### src/rtl/vcig_pkg.sv
// Package for the influence-grid engine: grid size, commands, kernel table, controller states, control structs.
// No dependencies.
package vcig_pkg;
	localparam int GRID_W = 64;         // columns of the half tile
	localparam int GRID_H = GRID_W / 2; // rows of the half tile

	localparam logic [1:0] CMD_SET = 2'd0;
	localparam logic [1:0] CMD_CLR = 2'd1;
	localparam logic [1:0] CMD_ALL = 2'd2;
	localparam int KROM_LEN = 34;

	typedef enum logic [6:0] {
		ST_INIT  = 7'b0000001,
		ST_IDLE  = 7'b0000010,
		ST_WIPE  = 7'b0000100,
		ST_KRD   = 7'b0001000,
		ST_KWR   = 7'b0010000,
		ST_SCAN  = 7'b0100000,
		ST_DONE  = 7'b1000000
	} state_t;

	typedef struct packed {
		logic load;     // latch command and pixel
		logic wipe;     // clear-all sweep step
		logic krd;      // issue kernel-window read
		logic kwr;      // write updated kernel cell
		logic scan_rd;  // issue scan read
		logic scan_st;  // start scan
		logic fin;      // finish: latch result
	} ctl_t;

	typedef struct packed {
		logic wipe_last;
		logic win_last;
		logic scan_last;
		logic scan_drain;
	} sts_t;

	function automatic logic [31:0] krom(input logic [5:0] r2);
		logic [31:0] t;
		case (r2)
			6'd0: t = 65536; 6'd1: t = 46311; 6'd2: t = 32726; 6'd3: t = 23125;
			6'd4: t = 16342; 6'd5: t = 11548; 6'd6: t = 8160; 6'd7: t = 5766;
			6'd8: t = 4075; 6'd9: t = 2879; 6'd10: t = 2035; 6'd11: t = 1438;
			6'd12: t = 1016; 6'd13: t = 718; 6'd14: t = 507; 6'd15: t = 359;
			6'd16: t = 253; 6'd17: t = 179; 6'd18: t = 127; 6'd19: t = 89;
			6'd20: t = 63; 6'd21: t = 45; 6'd22: t = 32; 6'd23: t = 22;
			6'd24: t = 16; 6'd25: t = 11; 6'd26: t = 8; 6'd27: t = 6;
			6'd28: t = 4; 6'd29: t = 3; 6'd30: t = 2; 6'd31: t = 1;
			6'd32: t = 1; 6'd33: t = 1;
			default: t = 0;
		endcase
		return t;
	endfunction
endpackage

### src/rtl/vcig_ctrl.sv
// Controller state machine of the influence-grid engine.
// Depends on vcig_pkg.
module vcig_ctrl import vcig_pkg::*; (
	input  logic       clk,
	input  logic       arst_n,
	input  logic       start,
	input  logic [1:0] command,
	input  sts_t       sts,
	output ctl_t       ctl,
	output logic       busy,
	output logic       done
);
	state_t state_q, state_d;

	always_comb begin
		state_d = state_q;
		ctl = '0;
		unique case (state_q)
			ST_INIT: begin
				ctl.wipe = 1'b1;
				if (sts.wipe_last) state_d = ST_IDLE;
			end
			ST_IDLE: begin
				if (start) begin
					ctl.load = 1'b1;
					if (command == CMD_ALL) state_d = ST_WIPE;
					else if (command == CMD_SET || command == CMD_CLR) state_d = ST_KRD;
					else begin
						state_d = ST_SCAN;
						ctl.scan_st = 1'b1;
					end
				end
			end
			ST_WIPE: begin
				ctl.wipe = 1'b1;
				if (sts.wipe_last) begin
					state_d = ST_SCAN;
					ctl.scan_st = 1'b1;
				end
			end
			ST_KRD: begin
				ctl.krd = 1'b1;
				state_d = ST_KWR;
			end
			ST_KWR: begin
				ctl.kwr = 1'b1;
				if (sts.win_last) begin
					state_d = ST_SCAN;
					ctl.scan_st = 1'b1;
				end else state_d = ST_KRD;
			end
			ST_SCAN: begin
				ctl.scan_rd = 1'b1;
				if (sts.scan_drain) state_d = ST_DONE;
			end
			ST_DONE: begin
				ctl.fin = 1'b1;
				state_d = ST_IDLE;
			end
			default: state_d = ST_IDLE;
		endcase
	end

	always_ff @(posedge clk or negedge arst_n) begin
		if (!arst_n) state_q <= ST_INIT;
		else state_q <= state_d;
	end

	always_ff @(posedge clk or negedge arst_n) begin
		if (!arst_n) done <= 1'b0;
		else done <= ctl.fin;
	end

	assign busy = (state_q != ST_IDLE);
endmodule

### config.mk
export PLATFORM = sky130hd
export DESIGN_NAME = vcig_ctrl
export DESIGN_NICKNAME = d
export VERILOG_FILES = /design/src/rtl/vcig_pkg.sv /design/src/rtl/vcig_ctrl.sv
export SDC_FILE = /design/constraint.sdc
export NUM_CORES = 1
export LEC_CHECK = 0
export ABC_AREA = 1
export BUFFER_PORTS_ARGS = -buffer_cell sky130_fd_sc_hd__buf_2
export CAP_MARGIN = 5
export CORE_AREA = 2 2 39 41
export CTS_CLUSTER_SIZE = 16
export DETAILED_ROUTE_END_ITERATION = 8
export DIE_AREA = 0 0 41 43
export GPL_TIMING_DRIVEN = 0
export PLACE_DENSITY_LB_ADDON = 0.2
export SLEW_MARGIN = 20
export SYNTH_ARGS = -nofsm -noshare
export SYNTH_HDL_FRONTEND = slang
export SYNTH_SLANG_ARGS = --single-unit
### constraint.sdc
create_clock -name clk -period 1.7 [get_ports clk]
set_input_delay 0.085 -clock clk [delete_from_list [all_inputs] [get_ports clk]]
set_output_delay 0.085 -clock clk [all_outputs]
set_load 0.03 [all_outputs]
# Word level (Yosys, flattened, before mapping)

Index checks and enable logic that the tools add are counted.

Add/subtract/negate cells: 0
$mul: 0
Divide/modulo/power cells: 0
Magnitude comparators: 0
Equal/unequal tests: 14
Shift operators: 0
Muxes and demuxes: 21
Bitwise logic cells: 0
Reductions and logical operators: 4

Operator list:

| kind               | count |
|---|---|
| $pmux 7 s6         | 1 |
| $mux 7             | 5 |
| $mux 1             | 12 |
| $mux 6             | 2 |
| $ne 2x2->1 const B | 4 |
| $eq 7x1->1 const B | 1 |
| $eq 7x2->1 const B | 1 |
| $eq 7x3->1 const B | 1 |
| $eq 7x4->1 const B | 1 |
| $eq 7x5->1 const B | 1 |
| $eq 7x6->1 const B | 1 |
| $eq 7x7->1 const B | 1 |
| $ne 7x2->1 const B | 1 |
| $reduce_and 4->1   | 1 |
| $pmux 1 s3         | 1 |
| $eq 2x1->1 const B | 1 |
| $eq 2x2->1 const B | 1 |
| $logic_not 2->1    | 1 |
| $reduce_or 2->1    | 1 |
| $logic_or 1x1->1   | 1 |

Register bits after elaboration: 8
Bits in latches: 0
RAM bits: 0
Memory bits (read-only): 0
Input bits: 9
Output and inout bits: 9
Word-level logic and storage cells: 41
Memories kept: 0

# Longest topological paths before layout

Depth after elaboration: 6
Depth in mapped cells: 8
Depth with buffers taken out: 8

# Worst setup path after synthesis

OpenSTA, ideal clock, no wires.

Kind: register to output
Start: register state_q[1]
End: output ctl[1] (netlist bit)
Data arrival time: 1316 ps
Data required time: 1615 ps
Path slack: 299 ps
Stages on the path, launching flop included: 8
Path buffers: 0
Path through: dfrtp_1 -> inv_1 -> nand2_1 -> nor2_2 -> nand2_1 -> inv_1 -> nand2_1 -> nand3_1

RTL lines:

| item                     | RTL line        | RTL |
|---|---|---|
| start: declaration       | vcig_ctrl.sv:13 | `state_t state_q, state_d;` |
| start signal: assignment | vcig_ctrl.sv:66 | `else state_q <= state_d;` |
| end: declaration         | vcig_ctrl.sv:9  | `output ctl_t ctl,` |

==> summary.md <==
| Metric | Value |
|---|---|
| Drt drc | `0` |
| Pwr Total | `1097 µW` |
| Starting density of the core | `37.25%` |
| Rows | `14` |
| Crit end category | `output pin` |
| DIE WIDTH | `41 µm` |
| Final worst-path cycle share | `91.45%` |
| First-pass GRT wire length | `1614 µm` |
| PwrDens | `1683 nW/µm²` |
| RSZ-0062 raised after global routing | `no` |
| Root Driver | `clkbuf_4` |
| Synth top area cells | `dfrtp_1 34%, nand2_1 15%, inv_1 11%` |
| Area Overhead vs Synth | `26.46%` |
| Final WL | `991 µm` |
| Post-cts sizing count | `0` |
| Hold Crit Class | `in2reg` |
| # IOs | `18` |
| Grt total ovfl | `0` |
| Hold Buf Count CTS | `1` |
| Most frequent cell after synthesis | `nand2_1` |
| WL/cell | `8.770 µm` |
| Post-Synthesis Cells | `76` |
| Clock Skews | `0.004723 ns` |
| Final Hold Violating Endpoints | `0` |
| Core area | `1384 µm²` |
| EDFF count, synth | `0` |
| Antenna diode count | `0` |
| Worst slew pin tran | `0.2333 ns` |
| Worst setup path class | `reg2out` |
| Final setup viols | `0` |
| Synth Register Bits | `8` |
| TritonCTS clock tree | `yes` |
| Peak VDD IR | `1.047 mV` |
| Synth Area per Inst | `6.783 µm²` |
| Ys flop type | `dfrtp_1` |
| Htree depth | `1` |
| 1st-iter DRT viols | `5` |
| Startpoint types | `flop` |
| Vias in the first global route | `404` |
| Synth area leader | `dfrtp_1` |
| Clk buf depth | `2` |
| Synth top area share | `33.98%` |
| Worst skew pair latency | `0.25 ns` |
| Synth Net Count | `85` |
| Required @ worst endpoint | `1.62 ns` |
| Detailed Place HPWL | `842.1 µm` |
| Minimum clock period | `1.555 ns` |
| Commonest cells in the netlist | `20 x nand2_1, 15 x inv_1, 10 x nor2_1` |
| Initial antenna violation count | `0` |
| Arrival time worst endpoint | `1.47 ns` |
| Die H | `43 µm` |
| Leak Pwr | `0.0004316 µW` |
| Multi-input gate area | `247.7 µm²` |
| Max FO, Critical Path | `4` |
| Clock transition at the registers of the reported paths | `0.06 ns` |
| # fillers | `148` |
| Final nets | `107` |
| Total of max-cap violations | `0` |
| Status | `finished, final reports clean` |
| Layout cell share with drive strength beyond 1 | `30.93%` |
| Largest net degree at the start of global routing | `11` |
| CTS sink count | `8` |
| First-pass detailed-route iteration total | `4` |
| Max-slew violations | `0` |
| Final hold slack | `0.08347 ns` |
| Fmax | `643.3 MHz` |
| Post-synthesis cell area | `515.5 µm²` |
| Inserted Clock Buffers | `3` |
| Port-buffer cells | `16` |
| Vias per cell | `4.354` |
| Gr usage total | `14.13%` |
| Synth cell types | `17` |
| Gpl congestion | `0.7516` |
| Max-Slew Margin vs Limit | `84.41%` |
| Post-synthesis async set-or-reset flop share | `100.0%` |
| Via Count | `492` |
| Postcts setup bufs | `0` |
| Die area | `1763 µm²` |
| Register area | `201.4 µm²` |
| Setup_tns | `0 ns` |
| Ys Warns | `0` |
| Sequential area share after synthesis | `39.08%` |
| DRT antenna net count | `0` |
[worst max-delay path, stage by stage (launching register included)]
cell and delay [ns]:
dfrtp_1 0.37, inv_1 0.07, nand2_1 0.08, nor2_2 0.18, nand2_1 0.12, inv_1 0.08, nand2_1 0.06, nand3_1 0.06
buf_2 0.19
[final timing paths]
kind                                   startpoint                      to  slack, ns  cells after the start
setup / recovery           state_q[1]$_DFFE_PN0P_                  ctl[1]       0.15                      8
max in group asynchronous                  arst_n  state_q[0]$_DFFE_PN1P_       1.26                      2
hold reg to reg            state_q[4]$_DFFE_PN0P_          done$_DFF_PN0_       0.57                      3
min in group asynchronous                  arst_n  state_q[4]$_DFFE_PN0P_       0.20                      2
setup reg to reg           state_q[0]$_DFFE_PN1P_  state_q[3]$_DFFE_PN0P_       0.41                      8
hold / removal                             sts[2]  state_q[5]$_DFFE_PN0P_       0.08                      3
[cells in the final DEF (no fill, tap or decap), types with 2 or more instances in the layout]
| master | instances |
|---|---|
| nand2_1 | 20 |
| buf_2 | 16 |
| inv_1 | 15 |
| nor2_1 | 10 |
| nand3_1 | 9 |
| dfrtp_1 | 7 |
| nor2_2 | 3 |
| clkbuf_4 | 3 |
| nand2_2 | 2 |
[per-layer routing]
layer  track usage, %  part of all wire [%]
met2            19.69                    47
met1            18.30                    47
met3            3.141                   5.2
met4            10.00                   1.4
met5                0                     0
[layout make-up]
type / instances / share of cell area [%]
Sequential cell: 8 / 30.90
Multi-Input combinational cell: 51 / 38.00
Inverter: 17 / 10.17
Tap cell: 16 / 3.071
Timing Repair Buffer: 17 / 13.82
Clock buffer: 4 / 4.031
[power by group]
part           total (µW)  internal (µW)  leakage (µW)  switching (µW)
sequential            273            243      0.000104            30.7
combinational         670            205      0.000313             465
clock                 154           89.8     0.0000150            64.4
total                1100            537      0.000432             560
[sequential cells by signal (all words and copies together) (netlist names)]
| name | cells |
|---|---|
| state_q | 7 |
| done | 1 |
[kinds of logic (layout without fill, tap and decap cells)]
kind of cell | count (synthesis) | in the layout | share of synthesized area [%]
buffers and inverters | 17 | 38 | 12.86
AO/OA/AOI/OAI | 1 | 1 | 0.9699
AND/OR/NAND/NOR | 50 | 50 | 47.09
flip-flops | 8 | 8 | 39.08
[per-stage QoR]
stage / cell area [µm²] / worst slack (ns) / std cells / utilization [%]
3_5_place_dp: 615.6 / 0.4034 / 108 / 44.48
6_report: 651.9 / 0.1454 / 113 / 47.11
2_1_floorplan: 515.5 / 0.2990 / 76 / -
3_3_place_gp: 615.6 / 0.4017 / 108 / 44.48
5_1_grt: 651.9 / 0.02163 / 113 / 47.11
4_1_cts: 651.9 / 0.1234 / 113 / 47.11
(Power assumes the default switching activity.)
